$ cat config.mk
export PLATFORM = sky130hd
export DESIGN_NAME = scan_disk_scheduler
export DESIGN_NICKNAME = d
export VERILOG_FILES = /design/src/rtl/core/sds_pkg.sv /design/src/rtl/core/scan_disk_scheduler.sv
export SDC_FILE = /design/constraint.sdc
export NUM_CORES = 2
export LEC_CHECK = 0
export ABC_CLOCK_PERIOD_IN_PS = 7960
export BUFFER_PORTS_ARGS = -buffer_cell sky130_fd_sc_hd__buf_2
export CAP_MARGIN = 30
export CORE_ASPECT_RATIO = 0.5
export CORE_MARGIN = 4
export CORE_UTILIZATION = 35
export CTS_CLUSTER_DIAMETER = 100
export CTS_CLUSTER_SIZE = 8
export DETAILED_ROUTE_END_ITERATION = 8
export GPL_ROUTABILITY_DRIVEN = 0
export PLACE_DENSITY = 0.57
export SETUP_SLACK_MARGIN = 0.4
export SKIP_CTS_REPAIR_TIMING = 1
export SYNTH_ARGS = -nofsm -noshare
export SYNTH_HDL_FRONTEND = slang
export SYNTH_SLANG_ARGS = --single-unit
$ cat constraint.sdc
create_clock -name clk -period 7.96 [get_ports clk]
set_input_delay 0.398 -clock clk [delete_from_list [all_inputs] [get_ports clk]]
set_output_delay 0.398 -clock clk [all_outputs]
set_load 0.05 [all_outputs]
$ cat src/rtl/core/sds_pkg.sv
// Shared types and constants of the SCAN disk scheduler.
package sds_pkg;

	localparam int MAX_REQUESTS_DEF = 32;

	localparam int TRACK_W = 16;
	localparam int TOTAL_W = 22;
	localparam int CFG_IDX_W = 2;
	localparam int CFG_DATA_W = 17;

	localparam logic [CFG_IDX_W-1:0] CFG_START_HEAD  = 2'd0;
	localparam logic [CFG_IDX_W-1:0] CFG_TRACK_COUNT = 2'd1;
	localparam logic [CFG_IDX_W-1:0] CFG_SWEEP_UP    = 2'd2;

	localparam logic [15:0] START_HEAD_RST  = 16'd0;
	localparam logic [16:0] TRACK_COUNT_RST = 17'd200;
	localparam logic        SWEEP_UP_RST    = 1'b1;

	typedef struct packed {
		logic [TRACK_W-1:0] track;
		logic               last;
	} req_t;

	typedef struct packed {
		logic [TRACK_W-1:0] served_track;
		logic [TRACK_W-1:0] prior_head;
		logic [TRACK_W-1:0] seek_distance;
		logic [TOTAL_W-1:0] total_seek;
		logic               overflowed;
		logic               final_res;
	} res_t;

	typedef enum logic [2:0] {
		ST_IDLE,
		ST_RD,
		ST_CMP,
		ST_PLAN,
		ST_EMIT_RD,
		ST_EMIT_OUT,
		ST_EDGE
	} st_t;

endpackage

$ cat src/rtl/core/scan_disk_scheduler.sv
// SCAN (elevator) disk scheduler: request store, rank sort and sweep emission.
// A request without last is taken while idle; requests load back to back.
// A last request starts the schedule: a rank sort over the store (a read and a
// compare state per pair of store entries), a planning state, then a read and an
// output state per served request and an edge state for the edge visit; busy is
// high throughout, results leave one per strobe and the receiver cannot stall them.
module scan_disk_scheduler #(
	parameter int MAX_REQUESTS = sds_pkg::MAX_REQUESTS_DEF
) (
	input  logic                                clk,
	input  logic                                arst_n,
	input  logic                                start,
	output logic                                busy,
	input  sds_pkg::req_t                       req,
	input  logic                                cfg_we,
	input  logic [sds_pkg::CFG_IDX_W-1:0]       cfg_idx,
	input  logic [sds_pkg::CFG_DATA_W-1:0]      cfg_wdata,
	output logic                                res_valid,
	output sds_pkg::res_t                       res
);

	localparam int IDX_W = (MAX_REQUESTS > 1) ? $clog2(MAX_REQUESTS) : 1;
	localparam int CNT_W = $clog2(MAX_REQUESTS + 1);
	localparam int TW = sds_pkg::TRACK_W;
	localparam int SW = sds_pkg::TOTAL_W;

	sds_pkg::st_t state_q, state_d;

	logic [TW-1:0] start_head_q;
	logic [16:0]   track_count_q;
	logic          sweep_up_q;

	logic [CNT_W-1:0] count_q, count_d;
	logic             drop_q, drop_d;
	logic [IDX_W-1:0] i_q, i_d, j_q, j_d, rank_q, rank_d, rank_nx;
	logic [CNT_W-1:0] pos_q, pos_d;
	logic [IDX_W-1:0] ptr_q, ptr_d;
	logic             up_q, up_d;
	logic [CNT_W-1:0] cnt_q, cnt_d;
	logic             in_b_q, in_b_d;
	logic [TW-1:0]    head_q, head_d;
	logic [SW-1:0]    total_q, total_d;

	logic [TW-1:0] store_mem [MAX_REQUESTS];
	logic [TW-1:0] sort_mem [MAX_REQUESTS];
	logic [TW-1:0] rda_q, rdb_q, srt_rd_q;
	logic          store_we, srt_we;

	logic          res_valid_q, res_valid_d;
	sds_pkg::res_t res_q, res_d;

	logic [16:0]      tc_m1;
	logic [TW-1:0]    edge_trk;
	logic [CNT_W-1:0] n_m1, n_hi, b_cnt, pos_m1;
	logic             hit;
	logic [TW-1:0]    seek_d;
	logic [SW-1:0]    tot;

	function automatic logic [TW-1:0] abs_diff(input logic [TW-1:0] a, input logic [TW-1:0] b);
		abs_diff = (a > b) ? (a - b) : (b - a);
	endfunction

	assign busy = (state_q != sds_pkg::ST_IDLE);
	assign res_valid = res_valid_q;
	assign res = res_q;

	always_ff @(posedge clk or negedge arst_n) begin
		if (!arst_n) begin
			start_head_q  <= sds_pkg::START_HEAD_RST;
			track_count_q <= sds_pkg::TRACK_COUNT_RST;
			sweep_up_q    <= sds_pkg::SWEEP_UP_RST;
		end else if (cfg_we) begin
			case (cfg_idx)
				sds_pkg::CFG_START_HEAD:  start_head_q  <= cfg_wdata[TW-1:0];
				sds_pkg::CFG_TRACK_COUNT: track_count_q <= cfg_wdata[16:0];
				sds_pkg::CFG_SWEEP_UP:    sweep_up_q    <= cfg_wdata[0];
				default: ;
			endcase
		end
	end

	always_comb begin
		tc_m1 = track_count_q - 17'd1;
		if (!sweep_up_q || track_count_q == 17'd0)
			edge_trk = '0;
		else if (tc_m1[16])
			edge_trk = '1;
		else
			edge_trk = tc_m1[TW-1:0];
	end

	always_ff @(posedge clk) begin
		if (store_we)
			store_mem[count_q[IDX_W-1:0]] <= req.track;
		rda_q <= store_mem[i_q];
		rdb_q <= store_mem[j_q];
	end

	always_ff @(posedge clk) begin
		if (srt_we)
			sort_mem[rank_nx] <= rda_q;
		srt_rd_q <= sort_mem[ptr_q];
	end

	always_ff @(posedge clk or negedge arst_n) begin
		if (!arst_n)
			state_q <= sds_pkg::ST_IDLE;
		else
			state_q <= state_d;
	end

	always_comb begin
		state_d     = state_q;
		count_d     = count_q;
		drop_d      = drop_q;
		i_d         = i_q;
		j_d         = j_q;
		rank_d      = rank_q;
		pos_d       = pos_q;
		ptr_d       = ptr_q;
		up_d        = up_q;
		cnt_d       = cnt_q;
		in_b_d      = in_b_q;
		head_d      = head_q;
		total_d     = total_q;
		store_we    = 1'b0;
		srt_we      = 1'b0;
		res_valid_d = 1'b0;
		res_d       = res_q;

		n_m1   = count_q - CNT_W'(1);
		n_hi   = count_q - pos_q;
		pos_m1 = pos_q - CNT_W'(1);
		b_cnt  = sweep_up_q ? pos_q : n_hi;
		hit    = (rdb_q < rda_q) || ((rdb_q == rda_q) && (j_q < i_q));
		rank_nx = rank_q + IDX_W'(hit);
		seek_d = '0;
		tot    = total_q;

		case (state_q)
			sds_pkg::ST_IDLE: begin
				if (start) begin
					if (count_q < CNT_W'(MAX_REQUESTS)) begin
						store_we = 1'b1;
						count_d  = count_q + CNT_W'(1);
					end else begin
						drop_d = 1'b1;
					end
					if (req.last) begin
						state_d = sds_pkg::ST_RD;
						i_d     = '0;
						j_d     = '0;
						rank_d  = '0;
						pos_d   = '0;
					end
				end
			end
			sds_pkg::ST_RD: state_d = sds_pkg::ST_CMP;
			sds_pkg::ST_CMP: begin
				if (CNT_W'(j_q) == n_m1) begin
					srt_we = 1'b1;
					pos_d  = pos_q + CNT_W'(rda_q <= start_head_q);
					j_d    = '0;
					rank_d = '0;
					if (CNT_W'(i_q) == n_m1) begin
						state_d = sds_pkg::ST_PLAN;
					end else begin
						i_d     = i_q + IDX_W'(1);
						state_d = sds_pkg::ST_RD;
					end
				end else begin
					j_d     = j_q + IDX_W'(1);
					rank_d  = rank_nx;
					state_d = sds_pkg::ST_RD;
				end
			end
			sds_pkg::ST_PLAN: begin
				head_d  = start_head_q;
				total_d = '0;
				in_b_d  = 1'b0;
				if (sweep_up_q) begin
					ptr_d = pos_q[IDX_W-1:0];
					up_d  = 1'b1;
					cnt_d = n_hi;
				end else begin
					ptr_d = pos_m1[IDX_W-1:0];
					up_d  = 1'b0;
					cnt_d = pos_q;
				end
				if ((sweep_up_q ? n_hi : pos_q) == '0)
					state_d = sds_pkg::ST_EDGE;
				else
					state_d = sds_pkg::ST_EMIT_RD;
			end
			sds_pkg::ST_EMIT_RD: state_d = sds_pkg::ST_EMIT_OUT;
			sds_pkg::ST_EMIT_OUT: begin
				seek_d = abs_diff(srt_rd_q, head_q);
				tot  = total_q + SW'(seek_d);
				res_valid_d         = 1'b1;
				res_d.served_track  = srt_rd_q;
				res_d.prior_head    = head_q;
				res_d.seek_distance = seek_d;
				res_d.total_seek    = tot;
				res_d.overflowed    = drop_q;
				if (in_b_q)
					res_d.final_res = (cnt_q == CNT_W'(1));
				else
					res_d.final_res = (cnt_q == CNT_W'(1)) && (srt_rd_q == edge_trk)
						&& (b_cnt == '0);
				head_d  = srt_rd_q;
				total_d = tot;
				cnt_d   = cnt_q - CNT_W'(1);
				ptr_d   = up_q ? (ptr_q + IDX_W'(1)) : (ptr_q - IDX_W'(1));
				if (cnt_q == CNT_W'(1)) begin
					if (in_b_q) begin
						state_d = sds_pkg::ST_IDLE;
						count_d = '0;
						drop_d  = 1'b0;
					end else begin
						state_d = sds_pkg::ST_EDGE;
					end
				end else begin
					state_d = sds_pkg::ST_EMIT_RD;
				end
			end
			sds_pkg::ST_EDGE: begin
				if (head_q != edge_trk) begin
					seek_d = abs_diff(edge_trk, head_q);
					tot  = total_q + SW'(seek_d);
					res_valid_d         = 1'b1;
					res_d.served_track  = edge_trk;
					res_d.prior_head    = head_q;
					res_d.seek_distance = seek_d;
					res_d.total_seek    = tot;
					res_d.overflowed    = drop_q;
					res_d.final_res     = (b_cnt == '0);
					head_d  = edge_trk;
					total_d = tot;
				end
				in_b_d = 1'b1;
				if (sweep_up_q) begin
					ptr_d = pos_m1[IDX_W-1:0];
					up_d  = 1'b0;
				end else begin
					ptr_d = pos_q[IDX_W-1:0];
					up_d  = 1'b1;
				end
				cnt_d = b_cnt;
				if (b_cnt == '0) begin
					state_d = sds_pkg::ST_IDLE;
					count_d = '0;
					drop_d  = 1'b0;
				end else begin
					state_d = sds_pkg::ST_EMIT_RD;
				end
			end
			default: state_d = sds_pkg::ST_IDLE;
		endcase
	end

	always_ff @(posedge clk or negedge arst_n) begin
		if (!arst_n) begin
			count_q     <= '0;
			drop_q      <= 1'b0;
			res_valid_q <= 1'b0;
		end else begin
			count_q     <= count_d;
			drop_q      <= drop_d;
			res_valid_q <= res_valid_d;
		end
	end

	always_ff @(posedge clk) begin
		i_q     <= i_d;
		j_q     <= j_d;
		rank_q  <= rank_d;
		pos_q   <= pos_d;
		ptr_q   <= ptr_d;
		up_q    <= up_d;
		cnt_q   <= cnt_d;
		in_b_q  <= in_b_d;
		head_q  <= head_d;
		total_q <= total_d;
		res_q   <= res_d;
	end

`ifndef SYNTH
	a_cnt_range: assert property (@(posedge clk) disable iff (!arst_n)
		count_q <= CNT_W'(MAX_REQUESTS))
		else $error("request count beyond store depth");

	a_res_busy: assert property (@(posedge clk) disable iff (!arst_n)
		res_valid |-> $past(busy))
		else $error("result strobe without a running schedule");

	a_final_quiet: assert property (@(posedge clk) disable iff (!arst_n)
		(res_valid && res.final_res) |=> !res_valid)
		else $error("result after the final transfer");

	a_pos_range: assert property (@(posedge clk) disable iff (!arst_n)
		(state_q == sds_pkg::ST_EMIT_OUT || state_q == sds_pkg::ST_EDGE) |-> pos_q <= count_q)
		else $error("split point beyond request count");
`endif

endmodule

==> metrics.md <==
| Metric | Value |
|---|---|
| Detailed-placement wirelength estimate | `103 mm` |
| Setup TNS Final | `0 ns` |
| Area Overhead vs Synth | `16.0%` |
| Unrepaired setup endpoints after global routing | `true` |
| Launching element type of the critical path | `flop` |
| Shortest period the worst path allows | `7.17 ns` |
| Final hold violation count | `0` |
| Number of design rule violations left after detail routing | `0` |
| Max VDD drop | `385 µV` |
| Mean routed wirelength per cell | `27.4 µm` |
| Slowest stage cell, crit path | `sky130_fd_sc_hd__or3b_2` |
| Mapped Nets | `3,712` |
| Global-route wire length before repair | `245 mm` |
| Nature of the critical path endpoint | `flop` |
| Aggregate routed wire length | `168 mm` |
| DIE WIDTH | `590 µm` |
| Main flop type after synthesis | `sky130_fd_sc_hd__edfxtp_1` |
| Die Footprint | `0.176 mm²` |
| Fill cells | `15,000` |
| Routed via count | `34,700` |
| Total power per unit cell area | `396 mW/mm²` |
| Pin slew with the least headroom to its limit | `1.15 ns` |
| Site row count | `106` |
| CTS tree | `done` |
| Critical path fanouts, max | `10` |
| Final design utilization | `0.410` |
| Unique masters post-synth | `91` |
| Relative contribution of sequential cells to total power | `0.321` |
| Part of the Yosys area used for sequential elements | `0.627` |
| Via-to-Cell Ratio | `5.65` |
| Share of total power consumed by net switching | `0.387` |
| Delay-heaviest family, CP | `simple AND/OR/NAND/NOR gates` |
| Number of I/O port buffers | `113` |
| Share of the synthesized area in the top cell type | `0.592` |
| CTS root buf | `sky130_fd_sc_hd__clkbuf_16` |
| Dominant cell type by count on the critical path | `sky130_fd_sc_hd__ha_1` |
| Vias in the first global route | `34,900` |
| Synthesis Warnings | `0` |
| Clock insertion delay at the later pin of the skew report | `0.79 ns` |
| H-tree levels | `4` |
| Cell taking the most area after synthesis | `sky130_fd_sc_hd__edfxtp_1` |
| Inserted Clock Buffers | `175` |
| Leakage | `0.0231 µW` |
| Boundary Pins | `114` |
| CP bufs+invs | `2` |
| Post-synth ARST share | `0.0357` |
| Fmax | `0.140 GHz` |
| Arrival time reported for the critical path endpoint | `7.69 ns` |
| First-iteration detailed-routing DRC count | `3,879` |
| Max Transition Viols Final | `0` |
| Min-delay worst type | `in -> reg` |
| Gr usage total | `0.189` |
| CTS max path bufs | `3` |
| Count of mapped cells out of synthesis | `3,510` |
| Area occupied by multi-input gates | `0.0211 mm²` |
| Proportion of layout cells with a drive suffix above 1 | `0.279` |
| Status | `complete, no violations` |
| Effective utilization at floorplan | `0.353` |
| Biggest area contributors in the synthesized netlist | `sky130_fd_sc_hd__edfxtp_1, sky130_fd_sc_hd__mux4_2, sky130_fd_sc_hd__ha_1` |
| Cell-internal power | `16,700 µW` |
| Max-capacitance violation count | `0` |
| Die height | `299 µm` |
| Mapped Avg Cell Area | `16.9 µm²` |
| Critical path, cell by cell | `inv_1 > ha_1 > or3b_2 > o21ai_1 > or3b_1 > nand2_1 > inv_1 > ha_1 > and4_1 > nand3_1 > nor4_4 > and4b_1 > nor2_2 > mux2i_1 > xnor2_1 > ha_1 > a21oi_1 > o211ai_1 > nand2_1 > o21ai_1 > a31oi_2 > o21ai_4 > nor4b_1 > or3_1` |
| Number of enable flip-flop cells after synthesis | `1,168` |
| Clock transition at the registers of the reported paths | `0.05 ns` |
| Clock network fraction of design power | `0.256` |
| Pre-antenna DRT Iters | `7` |
| Net switching power | `10,500 µW` |
| Aggregate global routing overflow | `0` |
| Worst rel slew slack | `0.230` |
| Area inside the core boundary | `0.168 mm²` |
| Crit path largest cell delay | `0.54 ns` |
| Post-synthesis register bit count | `1,261` |
| Post-route antenna net violation count | `0` |
| Area taken by flip-flops and latches | `0.0372 mm²` |
| Fin Clk Skew | `0.0402 ns` |
| Pin count of the biggest net entering global routing | `133` |
| Data required time of the worst path | `8.48 ns` |
| Number of nets in the layout | `3,947` |
| Type of the setup path with the least slack | `reg -> reg` |
| Final-report setup violation count | `0` |
| Fraction of the cycle the final worst path needs | `0.900` |
| Final design instance area without fill | `0.0687 mm²` |
| Post-synthesis instance area | `0.0593 mm²` |
| Area after detailed placement | `0.0633 mm²` |
| Gate power share | `0.423` |
| Clock sink count | `1,261` |
| Initial antenna violation count | `13` |
==> kinds of logic after synthesis <==
| group | Yosys count | synth area share |
|---|---|---|
| simple gates | 622 | 0.0505 |
| xor+xnor | 113 | 0.0170 |
| mux | 567 | 0.199 |
| compound gates | 464 | 0.0508 |
| fa+ha+maj | 162 | 0.0352 |
| flops | 1261 | 0.627 |
| buf+inv | 321 | 0.0208 |
==> state kept, by name (all words and copies together) (netlist names), 3 cells and up <==
signal and flops:
j_q 5, rdb_q 16, start_head_q 16, res 72
store_mem 512, total_q 22, track_count_q 17, head_q 16
ptr_q 5, sort_mem 512, rank_q 5, count_q 6
srt_rd_q 16, i_q 5, rda_q 16, pos_q 6
cnt_q 6, state_q 3
==> path summary, 6_finish.rpt <==
kind | from | end | slack (ns) | cells past startpoint
setup / recovery | track_count_q[0]$_DFFE_PN0P_ | total_q[19]$_DFFE_PP_ | 0.79 | 24
max in group asynchronous | arst_n | start_head_q[10]$_DFFE_PN0P_ | 7.24 | 3
min in group asynchronous | arst_n | res_valid$_DFF_PN0_ | 0.27 | 3
setup reg to reg | track_count_q[0]$_DFFE_PN0P_ | total_q[19]$_DFFE_PP_ | 0.79 | 24
hold / removal | cfg_we | sweep_up_q$_DFFE_PN1P_ | 0.03 | 3
hold reg to reg | head_q[15]$_DFFE_PP_ | res[55]$_DFFE_PP_ | 0.47 | 0
==> synth_stat cells (6+ instances only) <==
cell type                     n
sky130_fd_sc_hd__mux2i_1     19
sky130_fd_sc_hd__a221o_1      8
sky130_fd_sc_hd__inv_1      125
sky130_fd_sc_hd__nor2_1     176
sky130_fd_sc_hd__nand2_1    203
sky130_fd_sc_hd__o22ai_1     13
sky130_fd_sc_hd__or3_1       12
sky130_fd_sc_hd__edfxtp_1  1168
sky130_fd_sc_hd__mux2_2      66
sky130_fd_sc_hd__nand2b_1    21
sky130_fd_sc_hd__mux4_2     480
sky130_fd_sc_hd__nand4_1     18
sky130_fd_sc_hd__fa_1         8
sky130_fd_sc_hd__nor3_1      32
sky130_fd_sc_hd__buf_1       50
sky130_fd_sc_hd__xor2_1      49
sky130_fd_sc_hd__a221oi_1    13
sky130_fd_sc_hd__o21ai_0    112
sky130_fd_sc_hd__a31o_2       6
sky130_fd_sc_hd__a211oi_1    16
sky130_fd_sc_hd__o211ai_1    13
sky130_fd_sc_hd__clkbuf_1   132
sky130_fd_sc_hd__nand3b_1    11
sky130_fd_sc_hd__nor2b_1     18
sky130_fd_sc_hd__o21ai_1      6
sky130_fd_sc_hd__nand3_1     47
sky130_fd_sc_hd__a21boi_0     7
sky130_fd_sc_hd__ha_1       154
sky130_fd_sc_hd__and2_1      10
sky130_fd_sc_hd__o21a_1      20
sky130_fd_sc_hd__nor3b_1     10
sky130_fd_sc_hd__buf_2        8
sky130_fd_sc_hd__a21oi_1    104
sky130_fd_sc_hd__dfxtp_1     48
sky130_fd_sc_hd__dfrtp_1     41
sky130_fd_sc_hd__and3_1      10
sky130_fd_sc_hd__o31ai_1      8
sky130_fd_sc_hd__o21bai_1     9
sky130_fd_sc_hd__a31oi_1     19
sky130_fd_sc_hd__a22oi_1     16
sky130_fd_sc_hd__a21o_1      47
sky130_fd_sc_hd__nor4_1      16
sky130_fd_sc_hd__xnor2_1     62
==> metrics by stage <==
stage	hold WS [ns]	power [µW]	setup WS, ns	std cells
after global placement	0.450	19900	0.611	5803
after global routing	0.0165	28700	0.378	6141
after CTS	-0.315	27200	0.416	6117
after detailed placement	0.460	20100	0.479	5817
final	0.0268	27200	0.794	6143
after floorplan	0.102	16700	1.53	3510
==> worst register-to-register path, cell delays in order, from the launching register on <==
cell	delay (ns)
sky130_fd_sc_hd__dfrtp_1	0.41
sky130_fd_sc_hd__inv_1	0.14
sky130_fd_sc_hd__ha_1	0.23
sky130_fd_sc_hd__or3b_2	0.54
sky130_fd_sc_hd__o21ai_1	0.13
sky130_fd_sc_hd__or3b_1	0.42
sky130_fd_sc_hd__nand2_1	0.18
sky130_fd_sc_hd__inv_1	0.06
sky130_fd_sc_hd__ha_1	0.47
sky130_fd_sc_hd__and4_1	0.32
sky130_fd_sc_hd__nand3_1	0.18
sky130_fd_sc_hd__nor4_4	0.49
sky130_fd_sc_hd__and4b_1	0.37
sky130_fd_sc_hd__nor2_2	0.31
sky130_fd_sc_hd__mux2i_1	0.15
sky130_fd_sc_hd__xnor2_1	0.42
sky130_fd_sc_hd__ha_1	0.34
sky130_fd_sc_hd__a21oi_1	0.20
sky130_fd_sc_hd__o211ai_1	0.15
sky130_fd_sc_hd__nand2_1	0.14
sky130_fd_sc_hd__o21ai_1	0.14
sky130_fd_sc_hd__a31oi_2	0.39
sky130_fd_sc_hd__o21ai_4	0.17
sky130_fd_sc_hd__nor4b_1	0.17
sky130_fd_sc_hd__or3_1	0.40
==> power by group through the flow <==
stage	Sequential, µW	Combinational, µW	Clock, µW
floorplan	9320	7430	0
global placement	8840	11100	0
detailed placement	8840	11300	0
CTS	8720	11300	7120
global route	8760	12400	7440
finish	8730	11500	6980
==> final cells by class <==
type | count | area share
inverter | 128 | 0.00699
antenna | 7 | 0.000255
multi-input combinational | 1928 | 0.307
sequential | 1261 | 0.541
clock buffer | 285 | 0.0700
tap | 2268 | 0.0413
clock inverter | 15 | 0.00503
timing repair buffer | 251 | 0.0283
==> routing by layer <==
metal	wire (µm)	GRT usage	up-vias
met5	0	0	-
met4	5110	0.0652	0
met3	11500	0.0325	300
met2	81000	0.304	1483
met1	70700	0.259	18300
li1	-	-	14600
==> cells in the final DEF (no fill, tap or decap), drive strengths merged, types with 9 or more instances in the layout <==
master	instances
dfrtp	41
ha	154
clkinv	14
a221oi	13
dfxtp	48
nor3	33
clkbuf	285
buf	233
mux2i	19
mux4	480
o211ai	13
nand3	47
and2	10
o22ai	13
nor2	177
a211oi	16
o21bai	9
or3	12
edfxtp	1168
a21boi	9
xnor2	63
nand3b	11
nor3b	10
a31oi	19
mux2	68
nand2b	21
dlygate4sd3	18
xor2	50
and3	10
nand4	18
o21ai	118
a21oi	104
inv	129
a21o	47
nand2	203
nor2b	18
o21a	20
nor4	20
a22oi	17
Note: power is estimated with default switching activity, not from simulation.
